`src/sv/xcd_pkg.sv`:
```
`timescale 1ns / 1ps
// ----------------------------------------------------------------------------
// xcd_pkg: shared types and constants of the command deframer
// op codes, item kinds, poll status codes, config indexes and reset values
// ----------------------------------------------------------------------------
package xcd_pkg;

  localparam logic [1:0] OP_BYTE = 2'd0;
  localparam logic [1:0] OP_TICK = 2'd1;
  localparam logic [1:0] OP_POLL = 2'd2;

  localparam logic [1:0] ST_NONE     = 2'd0;
  localparam logic [1:0] ST_PENDING  = 2'd1;
  localparam logic [1:0] ST_COMPLETE = 2'd2;
  localparam logic [1:0] ST_FAILSAFE = 2'd3;

  localparam int CFG_IDX_W = 2;
  localparam int CFG_DATA_W = 32;
  localparam logic [CFG_IDX_W-1:0] CFG_IDX_START   = 2'd0;
  localparam logic [CFG_IDX_W-1:0] CFG_IDX_TIMEOUT = 2'd1;

  localparam int TIMEOUT_W = 24;
  localparam logic [7:0]           START_RESET   = 8'h2A;
  localparam logic [TIMEOUT_W-1:0] TIMEOUT_RESET = 24'd500000;

  // frame layout: start byte, 16 payload bytes, checksum byte
  localparam int PAYLOAD_LEN = 16;
  localparam int POS_W = 5;
  localparam logic [POS_W-1:0] POS_IDLE         = 5'd0;
  localparam logic [POS_W-1:0] POS_FIRST        = 5'd1;
  localparam logic [POS_W-1:0] POS_LAST_PAYLOAD = 5'd16;

  localparam int CMP_W = 32;
  localparam int QUEUE_DEPTH = 2;

  typedef enum logic [1:0] {
    KIND_BYTE = 2'd0,
    KIND_TICK = 2'd1,
    KIND_POLL = 2'd2,
    KIND_NONE = 2'd3
  } kind_t;

  typedef struct packed {
    kind_t      kind;
    logic [7:0] data;
  } item_t;

  typedef struct packed {
    logic [7:0]           start_value;
    logic [TIMEOUT_W-1:0] timeout_ticks;
  } cfg_t;

  typedef struct packed {
    logic [1:0]  poll_status;
    logic        frame_accepted;
    logic        checksum_bad;
    logic [31:0] roll_bits;
    logic [31:0] pitch_bits;
    logic [31:0] yaw_bits;
    logic [31:0] thrust_bits;
  } result_t;

endpackage

```
`src/sv/xcd_channels.sv`:
```
`timescale 1ns / 1ps
// ----------------------------------------------------------------------------
// xcd channels: valid/ready interfaces of the command deframer
// input item channel, result channel and config write channel
// ----------------------------------------------------------------------------
interface xcd_in_if;
  logic       valid;
  logic       ready;
  logic [1:0] op;
  logic [7:0] rx_byte;

  modport source (output valid, output op, output rx_byte, input ready);
  modport sink (input valid, input op, input rx_byte, output ready);
endinterface

interface xcd_out_if;
  logic        valid;
  logic        ready;
  logic [1:0]  poll_status;
  logic        frame_accepted;
  logic        checksum_bad;
  logic [31:0] roll_bits;
  logic [31:0] pitch_bits;
  logic [31:0] yaw_bits;
  logic [31:0] thrust_bits;

  modport source (output valid, output poll_status, output frame_accepted,
                  output checksum_bad, output roll_bits, output pitch_bits,
                  output yaw_bits, output thrust_bits, input ready);
  modport sink (input valid, input poll_status, input frame_accepted,
                input checksum_bad, input roll_bits, input pitch_bits,
                input yaw_bits, input thrust_bits, output ready);
endinterface

interface xcd_cfg_if;
  logic        valid;
  logic        ready;
  logic [1:0]  index;
  logic [31:0] data;

  modport source (output valid, output index, output data, input ready);
  modport sink (input valid, input index, input data, output ready);
endinterface

```
`src/sv/xcd_front.sv`:
```
`timescale 1ns / 1ps
// ----------------------------------------------------------------------------
// xcd_front: input stage of the command deframer
// takes input beats, decodes the op into an item kind and registers the item
// ----------------------------------------------------------------------------
module xcd_front (
  input  logic           clk,
  input  logic           rst_n,
  xcd_in_if.sink         in_ch,
  output logic           item_valid,
  input  logic           item_ready,
  output xcd_pkg::item_t item
);
  import xcd_pkg::*;

  logic  valid_r, valid_nxt;
  item_t item_r, item_nxt;
  kind_t kind;
  logic  take;

  always_comb begin
    unique case (in_ch.op)
      OP_BYTE: kind = KIND_BYTE;
      OP_TICK: kind = KIND_TICK;
      OP_POLL: kind = KIND_POLL;
      default: kind = KIND_NONE;
    endcase
  end

  assign in_ch.ready = !valid_r || item_ready;
  assign take = in_ch.valid && in_ch.ready;

  always_comb begin
    valid_nxt = valid_r;
    item_nxt = item_r;
    if (take) begin
      valid_nxt = 1'b1;
      item_nxt.kind = kind;
      item_nxt.data = in_ch.rx_byte;
    end else if (item_ready) begin
      valid_nxt = 1'b0;
    end
  end

  always_ff @(posedge clk) begin
    if (!rst_n) begin
      valid_r <= 1'b0;
    end else begin
      valid_r <= valid_nxt;
    end
  end

  always_ff @(posedge clk) begin
    item_r <= item_nxt;
  end

  assign item_valid = valid_r;
  assign item = item_r;

endmodule

```
`src/sv/xcd_queue.sv`:
```
`timescale 1ns / 1ps
// ----------------------------------------------------------------------------
// xcd_queue: short item queue between decoder and executor
// two-entry fifo, ready depends only on its own fill level
// ----------------------------------------------------------------------------
module xcd_queue (
  input  logic           clk,
  input  logic           rst_n,
  input  logic           wr_valid,
  output logic           wr_ready,
  input  xcd_pkg::item_t wr_item,
  output logic           rd_valid,
  input  logic           rd_ready,
  output xcd_pkg::item_t rd_item
);
  import xcd_pkg::*;

  localparam int PTR_W = $clog2(QUEUE_DEPTH);
  localparam int CNT_W = $clog2(QUEUE_DEPTH + 1);

  item_t            mem_r [QUEUE_DEPTH];
  logic [PTR_W-1:0] wr_ptr_r, wr_ptr_nxt;
  logic [PTR_W-1:0] rd_ptr_r, rd_ptr_nxt;
  logic [CNT_W-1:0] count_r, count_nxt;
  logic             push, pop;

  assign wr_ready = count_r != CNT_W'(QUEUE_DEPTH);
  assign rd_valid = count_r != '0;
  assign push = wr_valid && wr_ready;
  assign pop = rd_valid && rd_ready;
  assign rd_item = mem_r[rd_ptr_r];

  always_comb begin
    wr_ptr_nxt = push ? PTR_W'(wr_ptr_r + 1'b1) : wr_ptr_r;
    rd_ptr_nxt = pop ? PTR_W'(rd_ptr_r + 1'b1) : rd_ptr_r;
    count_nxt = count_r;
    if (push && !pop) begin
      count_nxt = CNT_W'(count_r + 1'b1);
    end else if (pop && !push) begin
      count_nxt = CNT_W'(count_r - 1'b1);
    end
  end

  always_ff @(posedge clk) begin
    if (!rst_n) begin
      wr_ptr_r <= '0;
      rd_ptr_r <= '0;
      count_r <= '0;
    end else begin
      wr_ptr_r <= wr_ptr_nxt;
      rd_ptr_r <= rd_ptr_nxt;
      count_r <= count_nxt;
    end
  end

  always_ff @(posedge clk) begin
    if (push) begin
      mem_r[wr_ptr_r] <= wr_item;
    end
  end

endmodule

```
`src/sv/xcd_exec.sv`:
```
`timescale 1ns / 1ps
// ----------------------------------------------------------------------------
// xcd_exec: frame tracker, command store and poll logic
// applies one item per cycle while out_ch does not stall and registers its result beat
// ----------------------------------------------------------------------------
module xcd_exec #(
  parameter int TICK_COUNTER_WIDTH = 24
) (
  input  logic           clk,
  input  logic           rst_n,
  input  xcd_pkg::cfg_t  cfg,
  input  logic           item_valid,
  output logic           item_ready,
  input  xcd_pkg::item_t item,
  xcd_out_if.source      out_ch
);
  import xcd_pkg::*;

  localparam int PAY_IDX_W = $clog2(PAYLOAD_LEN);
  localparam logic [TICK_COUNTER_WIDTH-1:0] TICK_MAX = '1;

  logic [POS_W-1:0]              pos_r, pos_nxt;
  logic [7:0]                    xor_r, xor_nxt;
  logic [7:0]                    payload_r [PAYLOAD_LEN];
  logic [31:0]                   cmd_r [4];
  logic [31:0]                   cmd_nxt [4];
  logic                          flag_r, flag_nxt;
  logic [TICK_COUNTER_WIDTH-1:0] ticks_r, ticks_nxt;
  logic                          out_valid_r, out_valid_nxt;
  result_t                       res_r, res_nxt;
  logic                          pop;
  logic                          pay_we;
  logic [PAY_IDX_W-1:0]          pay_idx;
  logic                          timed_out;

  assign item_ready = !out_valid_r || out_ch.ready;
  assign pop = item_valid && item_ready;
  assign timed_out = CMP_W'(ticks_r) > CMP_W'(cfg.timeout_ticks);
  assign pay_idx = PAY_IDX_W'(pos_r - POS_FIRST);

  always_comb begin
    pos_nxt = pos_r;
    xor_nxt = xor_r;
    flag_nxt = flag_r;
    ticks_nxt = ticks_r;
    for (int k = 0; k < 4; k++) begin
      cmd_nxt[k] = cmd_r[k];
    end
    pay_we = 1'b0;
    res_nxt = res_r;
    out_valid_nxt = out_valid_r && !out_ch.ready;

    if (pop) begin
      out_valid_nxt = 1'b1;
      res_nxt.poll_status = ST_NONE;
      res_nxt.frame_accepted = 1'b0;
      res_nxt.checksum_bad = 1'b0;
      unique case (item.kind)
        KIND_BYTE: begin
          if (pos_r == POS_IDLE) begin
            if (item.data == cfg.start_value) begin
              pos_nxt = POS_FIRST;
              xor_nxt = '0;
            end
          end else if (pos_r <= POS_LAST_PAYLOAD) begin
            pay_we = 1'b1;
            xor_nxt = xor_r ^ item.data;
            pos_nxt = POS_W'(pos_r + 1'b1);
          end else begin
            // checksum beat closes the frame either way
            pos_nxt = POS_IDLE;
            if (item.data == xor_r) begin
              for (int k = 0; k < 4; k++) begin
                cmd_nxt[k] = {payload_r[4*k+3], payload_r[4*k+2],
                              payload_r[4*k+1], payload_r[4*k]};
              end
              flag_nxt = 1'b1;
              ticks_nxt = '0;
              res_nxt.frame_accepted = 1'b1;
            end else begin
              res_nxt.checksum_bad = 1'b1;
            end
          end
        end
        KIND_TICK: begin
          if (ticks_r != TICK_MAX) begin
            ticks_nxt = TICK_COUNTER_WIDTH'(ticks_r + 1'b1);
          end
        end
        KIND_POLL: begin
          priority if (timed_out) begin
            flag_nxt = 1'b0;
            for (int k = 0; k < 4; k++) begin
              cmd_nxt[k] = '0;
            end
            res_nxt.poll_status = ST_FAILSAFE;
          end else if (flag_r) begin
            flag_nxt = 1'b0;
            res_nxt.poll_status = ST_COMPLETE;
          end else begin
            res_nxt.poll_status = ST_PENDING;
          end
        end
        KIND_NONE: begin
        end
        default: begin
        end
      endcase
      res_nxt.roll_bits = cmd_nxt[0];
      res_nxt.pitch_bits = cmd_nxt[1];
      res_nxt.yaw_bits = cmd_nxt[2];
      res_nxt.thrust_bits = cmd_nxt[3];
    end
  end

  always_ff @(posedge clk) begin
    if (!rst_n) begin
      pos_r <= POS_IDLE;
      xor_r <= '0;
      flag_r <= 1'b0;
      ticks_r <= '0;
      out_valid_r <= 1'b0;
      for (int k = 0; k < 4; k++) begin
        cmd_r[k] <= '0;
      end
    end else begin
      pos_r <= pos_nxt;
      xor_r <= xor_nxt;
      flag_r <= flag_nxt;
      ticks_r <= ticks_nxt;
      out_valid_r <= out_valid_nxt;
      for (int k = 0; k < 4; k++) begin
        cmd_r[k] <= cmd_nxt[k];
      end
    end
  end

  always_ff @(posedge clk) begin
    res_r <= res_nxt;
    if (pay_we) begin
      payload_r[pay_idx] <= item.data;
    end
  end

  assign out_ch.valid = out_valid_r;
  assign out_ch.poll_status = res_r.poll_status;
  assign out_ch.frame_accepted = res_r.frame_accepted;
  assign out_ch.checksum_bad = res_r.checksum_bad;
  assign out_ch.roll_bits = res_r.roll_bits;
  assign out_ch.pitch_bits = res_r.pitch_bits;
  assign out_ch.yaw_bits = res_r.yaw_bits;
  assign out_ch.thrust_bits = res_r.thrust_bits;

endmodule

```
`src/sv/xor_checked_command_deframer_top.sv`:
```
`timescale 1ns / 1ps
// ----------------------------------------------------------------------------
// xor_checked_command_deframer_top: start-byte framed command receiver
//
// in_ch carries one item per beat: a received byte, a time tick or a status
// poll. out_ch returns exactly one result beat per item, in order: the poll
// status, frame accepted / checksum bad flags and the four command words
// (roll, pitch, yaw, thrust) as they stand after that item.
// cfg_ch writes start_value (index 0) and timeout_ticks (index 1); it is
// always ready and should only be used while no item is in flight.
// Throughput is one item per cycle while out_ch does not stall, set by the
// per-item update in the executor. From input beat to result beat an item
// passes the decode register, the two-entry queue and the result register.
// When out_ch stalls the result register holds, the queue fills and in_ch
// drops ready after the queue and decode register are full.
// Reset (rst_n low, synchronous) restores the config defaults, clears the
// frame position, flag, tick counter and command words and empties all beats.
// ----------------------------------------------------------------------------
module xor_checked_command_deframer_top #(
  parameter int TICK_COUNTER_WIDTH = 24
) (
  input logic       clk,
  input logic       rst_n,
  xcd_in_if.sink    in_ch,
  xcd_out_if.source out_ch,
  xcd_cfg_if.sink   cfg_ch
);
  import xcd_pkg::*;

  cfg_t  cfg_r, cfg_nxt;
  logic  dec_valid, dec_ready;
  item_t dec_item;
  logic  q_valid, q_ready;
  item_t q_item;

  assign cfg_ch.ready = 1'b1;

  always_comb begin
    cfg_nxt = cfg_r;
    if (cfg_ch.valid) begin
      if (cfg_ch.index == CFG_IDX_START) begin
        cfg_nxt.start_value = cfg_ch.data[7:0];
      end else if (cfg_ch.index == CFG_IDX_TIMEOUT) begin
        cfg_nxt.timeout_ticks = cfg_ch.data[TIMEOUT_W-1:0];
      end
    end
  end

  always_ff @(posedge clk) begin
    if (!rst_n) begin
      cfg_r.start_value <= START_RESET;
      cfg_r.timeout_ticks <= TIMEOUT_RESET;
    end else begin
      cfg_r <= cfg_nxt;
    end
  end

  xcd_front u_front (
    .clk        (clk),
    .rst_n      (rst_n),
    .in_ch      (in_ch),
    .item_valid (dec_valid),
    .item_ready (dec_ready),
    .item       (dec_item)
  );

  xcd_queue u_queue (
    .clk      (clk),
    .rst_n    (rst_n),
    .wr_valid (dec_valid),
    .wr_ready (dec_ready),
    .wr_item  (dec_item),
    .rd_valid (q_valid),
    .rd_ready (q_ready),
    .rd_item  (q_item)
  );

  xcd_exec #(
    .TICK_COUNTER_WIDTH (TICK_COUNTER_WIDTH)
  ) u_exec (
    .clk        (clk),
    .rst_n      (rst_n),
    .cfg        (cfg_r),
    .item_valid (q_valid),
    .item_ready (q_ready),
    .item       (q_item),
    .out_ch     (out_ch)
  );

endmodule
```
`src/flat_wrapper.sv`:
```
// flat-port wrapper written by rule: the top's interface ports become plain ports
module xor_checked_command_deframer_top_flat import xcd_pkg::*;
#(
  parameter int TICK_COUNTER_WIDTH = 24
)
  (clk, rst_n, in_ch_valid, in_ch_op, in_ch_rx_byte, in_ch_ready, out_ch_valid, out_ch_poll_status, out_ch_frame_accepted, out_ch_checksum_bad, out_ch_roll_bits, out_ch_pitch_bits, out_ch_yaw_bits, out_ch_thrust_bits, out_ch_ready, cfg_ch_valid, cfg_ch_index, cfg_ch_data, cfg_ch_ready);
  xcd_in_if in_ch_i ();
  xcd_out_if out_ch_i ();
  xcd_cfg_if cfg_ch_i ();
  input logic clk;
  input logic rst_n;
  input wire logic [$bits(in_ch_i.valid)-1:0] in_ch_valid;
  input wire logic [$bits(in_ch_i.op)-1:0] in_ch_op;
  input wire logic [$bits(in_ch_i.rx_byte)-1:0] in_ch_rx_byte;
  output wire logic [$bits(in_ch_i.ready)-1:0] in_ch_ready;
  output wire logic [$bits(out_ch_i.valid)-1:0] out_ch_valid;
  output wire logic [$bits(out_ch_i.poll_status)-1:0] out_ch_poll_status;
  output wire logic [$bits(out_ch_i.frame_accepted)-1:0] out_ch_frame_accepted;
  output wire logic [$bits(out_ch_i.checksum_bad)-1:0] out_ch_checksum_bad;
  output wire logic [$bits(out_ch_i.roll_bits)-1:0] out_ch_roll_bits;
  output wire logic [$bits(out_ch_i.pitch_bits)-1:0] out_ch_pitch_bits;
  output wire logic [$bits(out_ch_i.yaw_bits)-1:0] out_ch_yaw_bits;
  output wire logic [$bits(out_ch_i.thrust_bits)-1:0] out_ch_thrust_bits;
  input wire logic [$bits(out_ch_i.ready)-1:0] out_ch_ready;
  input wire logic [$bits(cfg_ch_i.valid)-1:0] cfg_ch_valid;
  input wire logic [$bits(cfg_ch_i.index)-1:0] cfg_ch_index;
  input wire logic [$bits(cfg_ch_i.data)-1:0] cfg_ch_data;
  output wire logic [$bits(cfg_ch_i.ready)-1:0] cfg_ch_ready;
  assign in_ch_i.valid = in_ch_valid;
  assign in_ch_i.op = in_ch_op;
  assign in_ch_i.rx_byte = in_ch_rx_byte;
  assign in_ch_ready = in_ch_i.ready;
  assign out_ch_valid = out_ch_i.valid;
  assign out_ch_poll_status = out_ch_i.poll_status;
  assign out_ch_frame_accepted = out_ch_i.frame_accepted;
  assign out_ch_checksum_bad = out_ch_i.checksum_bad;
  assign out_ch_roll_bits = out_ch_i.roll_bits;
  assign out_ch_pitch_bits = out_ch_i.pitch_bits;
  assign out_ch_yaw_bits = out_ch_i.yaw_bits;
  assign out_ch_thrust_bits = out_ch_i.thrust_bits;
  assign out_ch_i.ready = out_ch_ready;
  assign cfg_ch_i.valid = cfg_ch_valid;
  assign cfg_ch_i.index = cfg_ch_index;
  assign cfg_ch_i.data = cfg_ch_data;
  assign cfg_ch_ready = cfg_ch_i.ready;
  xor_checked_command_deframer_top #(.TICK_COUNTER_WIDTH(TICK_COUNTER_WIDTH)) u_core (.clk(clk), .rst_n(rst_n), .in_ch(in_ch_i), .out_ch(out_ch_i), .cfg_ch(cfg_ch_i));
endmodule
```
`config.mk`:
```
export PLATFORM = sky130hd
export DESIGN_NAME = xor_checked_command_deframer_top_flat
export DESIGN_NICKNAME = d
export VERILOG_FILES = /design/src/sv/xcd_pkg.sv /design/src/sv/xcd_channels.sv /design/src/sv/xcd_front.sv /design/src/sv/xcd_queue.sv /design/src/sv/xcd_exec.sv /design/src/sv/xor_checked_command_deframer_top.sv /design/src/flat_wrapper.sv
export SDC_FILE = /design/constraint.sdc
export NUM_CORES = 1
export LEC_CHECK = 0
export ABC_CLOCK_PERIOD_IN_PS = 10620
export BUFFER_PORTS_ARGS = -buffer_cell sky130_fd_sc_hd__buf_2
export CELL_PAD_IN_SITES_DETAIL_PLACEMENT = 1
export CELL_PAD_IN_SITES_GLOBAL_PLACEMENT = 1
export CORE_MARGIN = 5
export CORE_UTILIZATION = 53
export CTS_BUF_LIST = sky130_fd_sc_hd__clkbuf_8
export CTS_CLUSTER_SIZE = 16
export DETAILED_ROUTE_END_ITERATION = 16
export PLACE_DENSITY = 0.94
export SYNTH_ARGS = -nofsm -noshare
export SYNTH_HDL_FRONTEND = slang
export SYNTH_SLANG_ARGS = --single-unit
```
`constraint.sdc`:
```
create_clock -name clk -period 10.62 [get_ports clk]
set_clock_uncertainty 0.2 [all_clocks]
set_input_delay 2.124 -clock clk [delete_from_list [all_inputs] [get_ports clk]]
set_output_delay 2.124 -clock clk [all_outputs]
set_load 0.01 [all_outputs]
```
* Yosys cells after proc, flatten, opt, wreduce, memory -nomap -nowiden
Memories as Yosys holds them, arrays and structs flattened. A register that Yosys moved wholly into a read port is not among the register bits.
Cells that the tools add are included.
** Storage, ports and cells
- Bits of input ports :: 49
- Register bits :: 218
- Word-level logic and storage cells :: 130
- Memory bits (writable) :: 276
- Memories kept :: 3
** Memories
- u_core.u_exec.cmd_r :: words 4, bits a word 32, read ports 4, clocked after memory_dff 0, wr ports 4, line xcd_exec.sv:25 : logic [31:0] cmd_r [4];
- u_core.u_exec.payload_r :: words 16, bits a word 8, read ports 16, clocked after memory_dff 0, wr ports 1, line xcd_exec.sv:24 : logic [7:0] payload_r [PAYLOAD_LEN];
- u_core.u_queue.mem_r :: words 2, bits a word 10, read ports 1, clocked after memory_dff 1, wr ports 1, line xcd_queue.sv:21 : item_t mem_r [QUEUE_DEPTH];
** Operators by class
- Multiplexer cells :: 47
- $add $sub $neg :: 7
- Order comparisons :: 2
- Bitwise gates (word level) :: 7
- Equality and inequality tests :: 14
- Reduce and logical (&&, ||, !) cells :: 30
** Operators by type and width (count)
- $mux 128 :: 5
- $pmux 128 s2 :: 1
- $mux 32 :: 4
- $mux 24 :: 4
- $pmux 24 s2 :: 1
- $add 24x1->24 const B :: 1
- $gt 24x24->1 :: 1
- $mux 8 :: 3
- $ne 24x24->1 const B :: 1
- $mux 1 :: 20
- $eq 8x8->1 :: 2
- $mux 5 :: 3
- $reduce_bool 2->1 :: 6
- $ne 2x2->1 const B :: 5
- $mux 2 :: 4
- $xor 8x8->8 :: 1
- $eq 2x1->1 const B :: 3
- $logic_and 1x1->1 :: 6
- $logic_not 2->1 :: 3
- $pmux 2 s3 :: 1
- $reduce_and 3->1 :: 2
- $reduce_and 6->1 :: 1
- $add 5x1->5 const B :: 1
- $le 5x5->1 const B :: 1
- other kinds (16) :: 27

* Longest topological paths before layout
Gate-level depths: netlist (run 1).
- Depth in word-level cells :: 7
- Depth in mapped cells :: 14
- Depth with buffers taken out :: 11

* Cells and area by module
From an unflattened synthesis (run 1), not the netlist that was laid out.
** Unflattened totals
- Cell total of the unflattened synthesis :: 1912
- Area, all modules :: 20736.1 sq um
** Modules (own cells, without submodules)
- xcd_exec :: instances 1, area an instance 18082.3 sq um, cells each 1700, seq. area each 11150.7 sq um
- xor_checked_command_deframer_top :: instances 1, area an instance 1327.5 sq um, cells each 140, seq. area each 640.6 sq um
- xcd_queue :: instances 1, area an instance 960.9 sq um, cells each 55, seq. area each 700.7 sq um
- xcd_front :: instances 1, area an instance 365.4 sq um, cells each 17, seq. area each 320.3 sq um

* Worst setup path after synthesis (run 1)
OpenSTA, ideal clock, no wires.
- Path kind :: input to register
- Start :: input out_ch_ready
- End :: memory u_core.u_exec.cmd_r[0][11]
- Stages on the path :: 8
- Data required time :: 10292 ps
- Slack :: 4386 ps
- Arrival time :: 5906 ps
- Buffers on the path :: 2
- Cells stage by stage :: nand2b_1 > o21ai_0 > inv_1 > nand2_1 > clkbuf_1 > clkbuf_1 > a32oi_1 > o21ai_0
** RTL lines
- start: declaration :: line flat_wrapper.sv:24 : input wire logic [$bits(out_ch_i.ready)-1:0] out_ch_ready;
- end: declaration :: line xcd_exec.sv:25

==> results of run 1 <==
## cell families (layout without fill, tap and decap cells)
| kind of cell | count (synthesis) | after routing |
|---|---|---|
| adder cells (fa/ha/maj) | 34 | 34 |
| XOR/XNOR | 21 | 21 |
| multiplexers | 28 | 28 |
| buffers and inverters | 202 | 387 |
| AND/OR/NAND/NOR | 615 | 615 |
| flip-flops | 495 | 495 |
| other | 1 | 2 |
| AO/OA/AOI/OAI | 518 | 518 |
## placed cells by master, fill, tap and decap left out, types with 7 or more instances in the layout
cell type,netlist,layout
nand4_1,14,14
buf_2,30,173
xnor2_1,18,18
o21ai_1,116,116
edfxtp_1,290,290
a21o_1,8,8
clkinv_1,1,7
o21ai_0,149,149
mux2i_1,23,23
a311oi_1,8,8
a2111o_1,10,10
nor2_1,47,47
nand2b_1,7,7
o211ai_1,8,8
nand2_1,356,355
ha_1,34,34
dfxtp_1,205,205
inv_1,44,83
o2111ai_1,10,10
a21oi_1,54,52
nand3_1,146,146
nor2b_1,7,7
a32oi_1,128,128
clkbuf_8,0,96
buf_4,2,16
## worst paths after layout
kind / endpoint / startpoint
max: u_core.u_exec.out_ch.roll_bits[27] / register
min: u_core.u_queue.mem_r[0][2] / u_core.u_front.item[2]
max reg2reg: u_core.u_exec.out_ch.roll_bits[27] / register
min reg2reg: u_core.u_queue.mem_r[0][2] / u_core.u_front.item[2]
## power groups by stage
stage                     logic (mW)  registers, mW  clock network, mW
after detailed placement       0.746           2.46                  0
after global routing           0.793           2.43               1.75
after CTS                      0.750           2.42               1.66
after floorplan                0.310           2.55                  0
final                          0.756           2.42               1.64
after global placement         0.714           2.44                  0
## Yosys cell counts, drive strengths merged, types with 7 or more instances
library cell | instances | area share, %
clkbuf | 93 | 1.7
dfxtp | 205 | 20
o211ai | 8 | 0.29
a21o | 8 | 0.29
nor3 | 7 | 0.19
nor2b | 7 | 0.21
a21oi | 54 | 1.3
nand3 | 146 | 3.5
edfxtp | 290 | 42
a32oi | 128 | 5.4
nand2b | 7 | 0.21
buf | 63 | 1.8
a2111o | 10 | 0.55
a311oi | 8 | 0.34
inv | 45 | 0.82
o2111ai | 10 | 0.42
nand4 | 14 | 0.42
o21ai | 265 | 6.4
nand2 | 356 | 6.5
mux2i | 26 | 1.3
xnor2 | 18 | 0.76
ha | 34 | 2.1
nor2 | 47 | 0.85
## worst max-delay path, delay by kind of cell, from the launching register on
| family | cells | cell delay [ns] |
|---|---|---|
| multiplexers | 1 | 0.57 |
| XOR/XNOR | 1 | 0.17 |
| flip-flops | 1 | 0.77 |
| AND/OR/NAND/NOR | 3 | 1.47 |
| buffers and inverters | 2 | 1.33 |
| AO/OA/AOI/OAI | 1 | 0.33 |
## flip-flops by register name, indices dropped and copies added, names as in the netlist, 2 cells and up, named ones only
register,count
u_core.u_exec.xor_r,8
u_core.u_exec.out_ch.thrust_bits,32
u_core.u_exec.out_ch.pitch_bits,32
u_core.u_exec.out_ch.yaw_bits,32
u_core.u_exec.payload_r,128
u_core.u_queue.count_r,2
u_core.u_exec.ticks_r,24
u_core.u_exec.out_ch.roll_bits,32
u_core.cfg_r,32
u_core.u_front.item,10
u_core.u_exec.cmd_r,128
u_core.u_exec.out_ch.poll_status,2
u_core.u_exec.pos_r,5
u_core.u_queue.mem_r,20
## layout make-up
type	instances	area, um^2
repair buffers	190	1000
inverters	46	180
clock buffers	95	1310
clock inverters	56	288
fillers	4140	15400
well taps	518	648
flip-flops and latches	495	12800
diodes	1	2.50
multi-input cells	1217	6970
## stage by stage
step                      instances  hold slack (ns)  power [mW]
after floorplan                1914            0.221        2.86
after detailed placement       2466            0.237        3.20
after global placement         2466            0.227        3.15
final                          2618            0.251        4.82
after CTS                      2617            0.254        4.82
after global routing           2617            0.263        4.98
## layer usage
metal	wire [um]	GRT usage, %
met3	4970	6.32
met1	24400	35.0
met4	3100	14.2
met5	27	0
met2	32300	49.4
==> impl_metrics.json, run 1 <==
{
  "cts_setup_buffers": 0,
  "worstMarginPinSlew_ns": 1.25,
  "rows": 72,
  "leakagePower_nw": 8.07,
  "grt_setup_unrepaired": "no",
  "end_kind": "register",
  "io_pins": 184,
  "wire_per_inst_um": 24.7,
  "gp_congestion": 0.813,
  "r2r_slack_ns": 5.42,
  "cts.repair.resized": 0,
  "final_area_mm2": 0.0232,
  "grt_pass1_vias": 17663,
  "hp-class": "reg2reg",
  "clk_latency_ns": 0.67,
  "grt_max_degree": 114,
  "avgSynthCellArea_um2": 10.8,
  "dieArea_mm2": 0.0430,
  "clkPwrFrac_pct": 34.1,
  "cts.sinks": 495,
  "crit_fanout": 100,
  "setup_ws_ns": 5.42,
  "cts_buffers": 81,
  "coreArea_mm2": 0.0386,
  "cts_hold_buf": 0,
  "die_h_um": 207,
  "syn_area_mm2": 0.0206,
  "port_buffers": 174,
  "synth_edf_count": 290,
  "cts_htree_levels": 3,
  "yosys_register_bits": 495,
  "vias_per_cell": 6.46,
  "clk_path_buf_depth": 3,
  "worstSetupStartpointType": "register",
  "final-setup-viol-count": 0,
  "ir_drop_v": 0.000138,
  "hold_depth": 0,
  "totalNegativeSetupSlack_ns": 0,
  "routed_wl_um": 64800,
  "vias": 16917,
  "min_period_ns": 5.20,
  "hold_violations": 0,
  "critical_path.max_stage_delay_ns": 0.95,
  "area_delta_synth_final_pct": 12.4,
  "max_freq_mhz": 192,
  "p_int_mw": 3.36,
  "grt_pass1_wl_um": 100000,
  "status": "complete, no violations",
  "grtUsageTotal_pct": 29.0,
  "synth.area.mux_share_pct": 1.42,
  "synth_flop_cell": "edfxtp_1",
  "start_util_pct": 53.5,
  "seq_power_share_pct": 50.2,
  "synth_adder_area_share_pct": 2.06,
  "cts_root_buffer": "clkbuf_8",
  "drive_above_1_share_pct": 15.1,
  "nNetsFinal": 2114,
  "antenna_left": 0,
  "slowest_stage": "buf_4",
  "cp.arrival_ns": 5.34,
  "firstDrtPassIters": 5,
  "synth.distinct_cells": 59,
  "period_share_pct": 48.9,
  "synth-compound-area-share_pct": 16.1,
  "relSlewSlack_pct": 16.6,
  "yosysSeqAreaShare_pct": 62.1,
  "p_switching_mw": 1.45,
  "antenna_found_initial": 3,
  "comb_power_share_pct": 15.7,
  "netlist_instances": 1914,
  "placed_cell_area_mm2": 0.0216,
  "path_cells": "mux2i_1, xnor2_1, or4_1, or3_4, inv_4, buf_4, nand2_1, o21ai_0",
  "drtIter0Drc": 1514,
  "die-width_um": 207,
  "hpwlAfterDp_um": 37400,
  "cts_tree": "done",
  "finalCoreUtilization_pct": 60.2,
  "p_per_area_mw_per_mm2": 208,
  "critical_path_required_ns": 10.77,
  "pre_cts_ws_ns": 5.30,
  "synth_top_family_by_area": "compound AO/OA/AOI/OAI gates",
  "maxCapViolations": 0,
  "synthArstFlopShare_pct": 0,
  "swShare_pct": 30.1,
  "overflow": 0,
  "cts.clk_slew.worst_paths_ns": 0.06,
  "syn_nets": 1997,
  "crit_type": "reg2reg",
  "synth-simple-area-share_pct": 13.0,
  "drv_slew": 0,
  "synthXorXnorAreaFrac_pct": 0.891,
  "drc_errors": 0,
  "ys_warn_count": 0,
  "ff2ff_path_depth": 8
}
Power figures use the tool's default switching activity.
==> run 2, diff against run 1 <==
--- a/config.mk
+++ b/config.mk
@@ -5,16 +5,16 @@
 export SDC_FILE = /design/constraint.sdc
 export NUM_CORES = 1
 export LEC_CHECK = 0
-export ABC_CLOCK_PERIOD_IN_PS = 10620
+export ABC_CLOCK_PERIOD_IN_PS = 4800
 export BUFFER_PORTS_ARGS = -buffer_cell sky130_fd_sc_hd__buf_2
 export CELL_PAD_IN_SITES_DETAIL_PLACEMENT = 1
 export CELL_PAD_IN_SITES_GLOBAL_PLACEMENT = 1
 export CORE_MARGIN = 5
-export CORE_UTILIZATION = 53
+export CORE_UTILIZATION = 49
 export CTS_BUF_LIST = sky130_fd_sc_hd__clkbuf_8
 export CTS_CLUSTER_SIZE = 16
 export DETAILED_ROUTE_END_ITERATION = 16
-export PLACE_DENSITY = 0.94
+export PLACE_DENSITY = 0.88
 export SYNTH_ARGS = -nofsm -noshare
 export SYNTH_HDL_FRONTEND = slang
 export SYNTH_SLANG_ARGS = --single-unit
==> constraint.sdc (replaced) <==
create_clock -name clk -period 4.8 [get_ports clk]
set_clock_uncertainty 0.2 [all_clocks]
set_input_delay 0.96 -clock clk [delete_from_list [all_inputs] [get_ports clk]]
set_output_delay 0.96 -clock clk [all_outputs]
set_load 0.01 [all_outputs]
==> run 2 against run 1 <==
Non-clock buffer count increased by 14. Count of clock-buffer cells in the layout decreased by 3. Combinational power increased by 130%.
==> impl_metrics.json, run 2 (synthesized netlist as in run 1, its figures left out) <==
{
  "status": "complete, no violations",
  "cts_root_buffer": "clkbuf_8",
  "max_freq_mhz": 258,
  "dieArea_mm2": 0.0463,
  "top_regs": "u_core.u_exec.cmd_r (128), u_core.u_exec.payload_r (128)",
  "cts_tree": "done",
  "cts.repair.resized": 0,
  "totalNegativeSetupSlack_ns": 0,
  "p_switching_mw": 3.27,
  "cts_setup_buffers": 0,
  "rows": 75,
  "crit_fanout": 34,
  "min_period_ns": 3.88,
  "hp-start": "u_core.u_front.item[5]",
  "period_share_pct": 80.8,
  "grt_pass1_wl_um": 98800,
  "placed_cells": 2501,
  "grt_setup_unrepaired": "no",
  "antenna_left": 0,
  "cp.arrival_ns": 4.08,
  "maxCapViolations": 0,
  "die-width_um": 215,
  "multi_input_area_mm2": 0.00697,
  "clk_path_buf_depth": 3,
  "clkPwrFrac_pct": 34.0,
  "swShare_pct": 30.4,
  "ff2ff_path_depth": 12,
  "hpwlAfterDp_um": 36600,
  "coreArea_mm2": 0.0418,
  "ir_drop_v": 0.000305,
  "hold_end": "u_core.u_queue.mem_r[0][5]",
  "vias_per_cell": 6.28,
  "clk_latency_ns": 0.67,
  "hp-class": "reg2reg",
  "overflow": 0,
  "gp_congestion": 0.822,
  "drive_above_1_share_pct": 15.9,
  "final_cell_mix": "nand2_1 (355), edfxtp_1 (290), dfxtp_1 (205), buf_2 (173), o21ai_0 (149)",
  "seqCellArea_mm2": 0.0128,
  "end_kind": "register",
  "port_buffers": 174,
  "worstSetupStartpointType": "register",
  "r2r_slack_ns": 0.92,
  "cts_htree_levels": 3,
  "hold_depth": 0,
  "hold_violations": 0,
  "grtUsageTotal_pct": 26.5,
  "leakagePower_nw": 8.13,
  "die_h_um": 215,
  "fin_cells": 2653,
  "drv_slew": 0,
  "start_util_pct": 49.4,
  "comb_power_share_pct": 16.1,
  "cts.sinks": 495,
  "p_per_area_mw_per_mm2": 459,
  "critical_path_required_ns": 5.00,
  "firstDrtPassIters": 7,
  "routed_wl_um": 63500,
  "timing.rr.start": "u_core.u_exec.pos_r[0]",
  "final-setup-viol-count": 0,
  "wire_per_inst_um": 23.9,
  "drc_errors": 0,
  "worstMarginPinSlew_ns": 1.18,
  "vias": 16661,
  "relSlewSlack_pct": 21.1,
  "nNetsFinal": 2128,
  "grt_pass1_vias": 17277,
  "cts_hold_buf": 0,
  "mostFrequentLayoutCell": "nand2_1",
  "cts_buffers": 81,
  "area_delta_synth_final_pct": 13.5,
  "drtIter0Drc": 1802,
  "n_fill_cell": 4456,
  "worstReg2RegEnd": "u_core.u_exec.out_ch.pitch_bits[31]",
  "crit_type": "reg2reg",
  "antenna_found_initial": 0,
  "p_int_mw": 7.49,
  "seq_power_share_pct": 49.8,
  "grt_max_degree": 129,
  "cts.clk_slew.worst_paths_ns": 0.07,
  "io_pins": 184
}
-- run 2: cell types whose count changed in the layout (fill, tap and decap cells not counted) --
cell / change
clkinv_1: +7
inv_1: -12
buf_12: +7
inv_8: +1
bufinv_16: +1
inv_12: -1
clkinvlp_4: +1
clkbuf_8: -3
clkinv_2: +6
buf_4: +7
-- run 2: worst max-delay path, cell delays in order, from the launching register on --
cell and delay [ns]:
dfxtp_1 0.46, inv_1 0.15, ha_1 0.32, nand2_1 0.13, inv_1 0.06, ha_1 0.27, nor2b_1 0.36, nand3_1 0.24
or3_4 0.47, inv_4 0.21, buf_4 0.43, nand2_1 0.10, o21ai_0 0.20
-- run 2: layout make-up --
cell class	count	area share, %
timing repair buffer	204	5.09
antenna	1	0.0107
inverter	46	0.764
clock inverter	59	1.42
multi-input combinational	1217	29.7
clock buffer	92	5.41
sequential	495	54.7
tap	539	2.88
-- run 2: per-layer routing --
metal,global-route usage (%),part of all wire [%],routed length [um],up-vias
met5,0,0,0,-
met2,45.5,50,32000,831
met1,33.4,39,24500,8308
met4,10.7,3.6,2280,0
li1,-,-,-,7361
met3,4.76,7.5,4750,161
-- run 2: worst max path at each step --
stage / start / endpoint / slack [ns] / cells past startpoint
floorplan: out_ch_ready / u_core.u_exec.cmd_r[0][23] / 0.41 / 8
global placement: u_core.u_exec.pos_r[0] / u_core.u_exec.out_ch.thrust_bits[6] / 1.13 / 12
detailed placement: u_core.u_exec.pos_r[0] / u_core.u_exec.out_ch.pitch_bits[31] / 0.97 / 12
CTS: u_core.u_exec.pos_r[0] / u_core.u_exec.out_ch.pitch_bits[31] / 0.92 / 12
global route: u_core.u_exec.pos_r[0] / u_core.u_exec.out_ch.pitch_bits[31] / 0.70 / 12
finish: u_core.u_exec.pos_r[0] / u_core.u_exec.out_ch.pitch_bits[31] / 0.92 / 12
-- run 2: stage by stage --
step	util [%]	hold slack, ns	cell area, um^2	setup slack, ns	power [mW]
2_1_floorplan	-	0.221	20600	0.407	6.30
3_3_place_gp	52.3	0.227	21800	1.13	7.04
3_5_place_dp	52.3	0.233	21800	0.966	7.17
4_1_cts	56.1	0.236	23400	0.918	10.8
5_1_grt	56.1	0.254	23400	0.698	11.2
6_report	56.1	0.245	23400	0.922	10.8
-- run 2: power by group through the flow --
stage | Combinational [mW] | Clock (mW) | Sequential [mW]
finish | 1.73 | 3.66 | 5.36
global route | 1.83 | 3.94 | 5.40
CTS | 1.73 | 3.71 | 5.37
global placement | 1.64 | 0 | 5.40
detailed placement | 1.72 | 0 | 5.45
floorplan | 0.688 | 0 | 5.61
==> run 3, diff against run 2 <==
--- a/config.mk
+++ b/config.mk
@@ -5,7 +5,7 @@
 export SDC_FILE = /design/constraint.sdc
 export NUM_CORES = 1
 export LEC_CHECK = 0
-export ABC_CLOCK_PERIOD_IN_PS = 4800
+export ABC_CLOCK_PERIOD_IN_PS = 3650
 export BUFFER_PORTS_ARGS = -buffer_cell sky130_fd_sc_hd__buf_2
 export CELL_PAD_IN_SITES_DETAIL_PLACEMENT = 1
 export CELL_PAD_IN_SITES_GLOBAL_PLACEMENT = 1
==> constraint.sdc (replaced) <==
create_clock -name clk -period 3.65 [get_ports clk]
set_clock_uncertainty 0.2 [all_clocks]
set_input_delay 0.73 -clock clk [delete_from_list [all_inputs] [get_ports clk]]
set_output_delay 0.73 -clock clk [all_outputs]
set_load 0.01 [all_outputs]
==> run 3 against run 2 <==
Non-clock buffer count rose by 30. Hold slack got worse by 0.19 ns. Flip-flop and latch count did not move. Largest power group unchanged.
==> impl_metrics.json, run 3 (synthesized netlist as in run 1, its figures left out) <==
{
  "gp_congestion": 0.822,
  "path_cells": "inv_1, ha_1, nand2_1, inv_1, ha_1, nor2b_1, buf_4, and2_1, nor2b_1, nand3_1, buf_4, a211oi_1, mux2i_1",
  "period_share_pct": 92.8,
  "maxCapViolations": 0,
  "drc_errors": 0,
  "hpwlAfterDp_um": 36600,
  "routed_wl_um": 61700,
  "n_antenna_cell": 0,
  "n_fill_cell": 4484,
  "p_per_area_mw_per_mm2": 589,
  "port_buffers": 174,
  "wire_per_inst_um": 23.1,
  "cts.repair.resized": 0,
  "leakagePower_nw": 8.35,
  "status": "complete, no violations",
  "antenna_left": 0,
  "cts_root_buffer": "clkbuf_8",
  "critPathTopFamily": "simple AND/OR/NAND/NOR gates",
  "placed_cells": 2531,
  "placed_cell_area_mm2": 0.0222,
  "drv_slew": 0,
  "hold_violations": 0,
  "final_area_mm2": 0.0237,
  "cts_buffers": 79,
  "top_regs": "u_core.u_exec.cmd_r (128), u_core.u_exec.payload_r (128)",
  "crit_fanout": 31,
  "antenna_found_initial": 2,
  "cts_setup_buffers": 0,
  "die_h_um": 215,
  "grt_max_degree": 144,
  "die-width_um": 215,
  "min_period_ns": 3.39,
  "final_cell_mix": "nand2_1 (355), edfxtp_1 (290), o21ai_1 (238), dfxtp_1 (205), buf_2 (173)",
  "grt_setup_unrepaired": "no",
  "cts_htree_levels": 3,
  "coreArea_mm2": 0.0418,
  "final-setup-viol-count": 0,
  "cts_tree": "done",
  "grtUsageTotal_pct": 25.8,
  "slowest_stage": "dfxtp_1",
  "ir_drop_v": 0.000828,
  "rows": 75,
  "grt_pass1_vias": 17526,
  "grt_pass1_wl_um": 97600,
  "clk_path_buf_depth": 3,
  "fin_cells": 2678,
  "cts_hold_buf": 0,
  "area_delta_synth_final_pct": 14.7,
  "relSlewSlack_pct": 22.2,
  "overflow": 0,
  "nNetsFinal": 2156,
  "mostFrequentLayoutCell": "nand2_1",
  "cts.sinks": 495,
  "crit_buf_inv": 4,
  "worstSetupStartpointType": "register",
  "critical_path_required_ns": 4.02,
  "crit_type": "reg2reg",
  "start_util_pct": 49.4,
  "hp-class": "in2reg",
  "io_pins": 184,
  "worstMarginPinSlew_ns": 1.17,
  "max_freq_mhz": 295,
  "totalNegativeSetupSlack_ns": 0,
  "cts.clk_slew.worst_paths_ns": 0.06,
  "clk_latency_ns": 0.64,
  "critical_path.max_stage_delay_ns": 0.46,
  "end_kind": "register",
  "firstDrtPassIters": 5,
  "cp.arrival_ns": 3.76,
  "drive_above_1_share_pct": 16.9,
  "drtIter0Drc": 1707,
  "dieArea_mm2": 0.0463,
  "vias": 16470,
  "vias_per_cell": 6.15
}
[run 3: cell types whose count changed in the layout (fill, tap and decap cells not counted), moves of 4 or more]
cell	change
buf_12	+7
buf_4	+23
clkinv_1	-8
clkinv_2	-4
inv_1	+10
o21ai_0	-123
o21ai_1	+122
[run 3: layout make-up]
class	count	area, um^2	share of cell area (%)
multi-input cells	1217	6990	29.5
well taps	539	674	2.85
repair buffers	234	1510	6.36
inverters	46	179	0.756
clock buffers	92	1270	5.35
clock inverters	55	248	1.05
flip-flops and latches	495	12800	54.1
[run 3: metal layers]
layer  global-route usage, %  vias up  part of all wire (%)
met5                       0        -                 0.021
met4                    10.1        2                   3.6
li1                        -     7397                     -
met3                    4.64      160                   6.1
met2                    45.1      650                    51
met1                    32.0     8261                    40
[run 3: power breakdown]
group          switching (mW)  internal [mW]
clock network            2.25           2.31
registers               0.237           6.80
logic                    1.71          0.631
[run 3: path summary, 6_finish.rpt]
check	startpoint	endpoint	slack [ns]	depth (start not counted)
worst max-delay path	u_core.u_exec.pos_r[0]	u_core.u_exec.ticks_r[14]	0.26	13
worst min-delay path	in_ch_op[0]	u_core.u_front.item[8]	0.06	1
worst max register to register	u_core.u_exec.pos_r[0]	u_core.u_exec.ticks_r[14]	0.26	13
worst min register to register	u_core.u_front.item[4]	u_core.u_queue.mem_r[0][4]	0.24	0
[run 3: metrics by stage]
stage,power [mW],util [%],setup WS [ns],hold WS (ns)
floorplan,8.43,-,-0.222,0.221
finish,13.9,56.7,0.262,0.0591
detailed placement,9.49,53.1,0.265,0.242
CTS,14.0,56.7,0.251,0.00720
global route,14.5,56.7,0.00866,0.0258
global placement,9.37,53.1,0.384,0.226
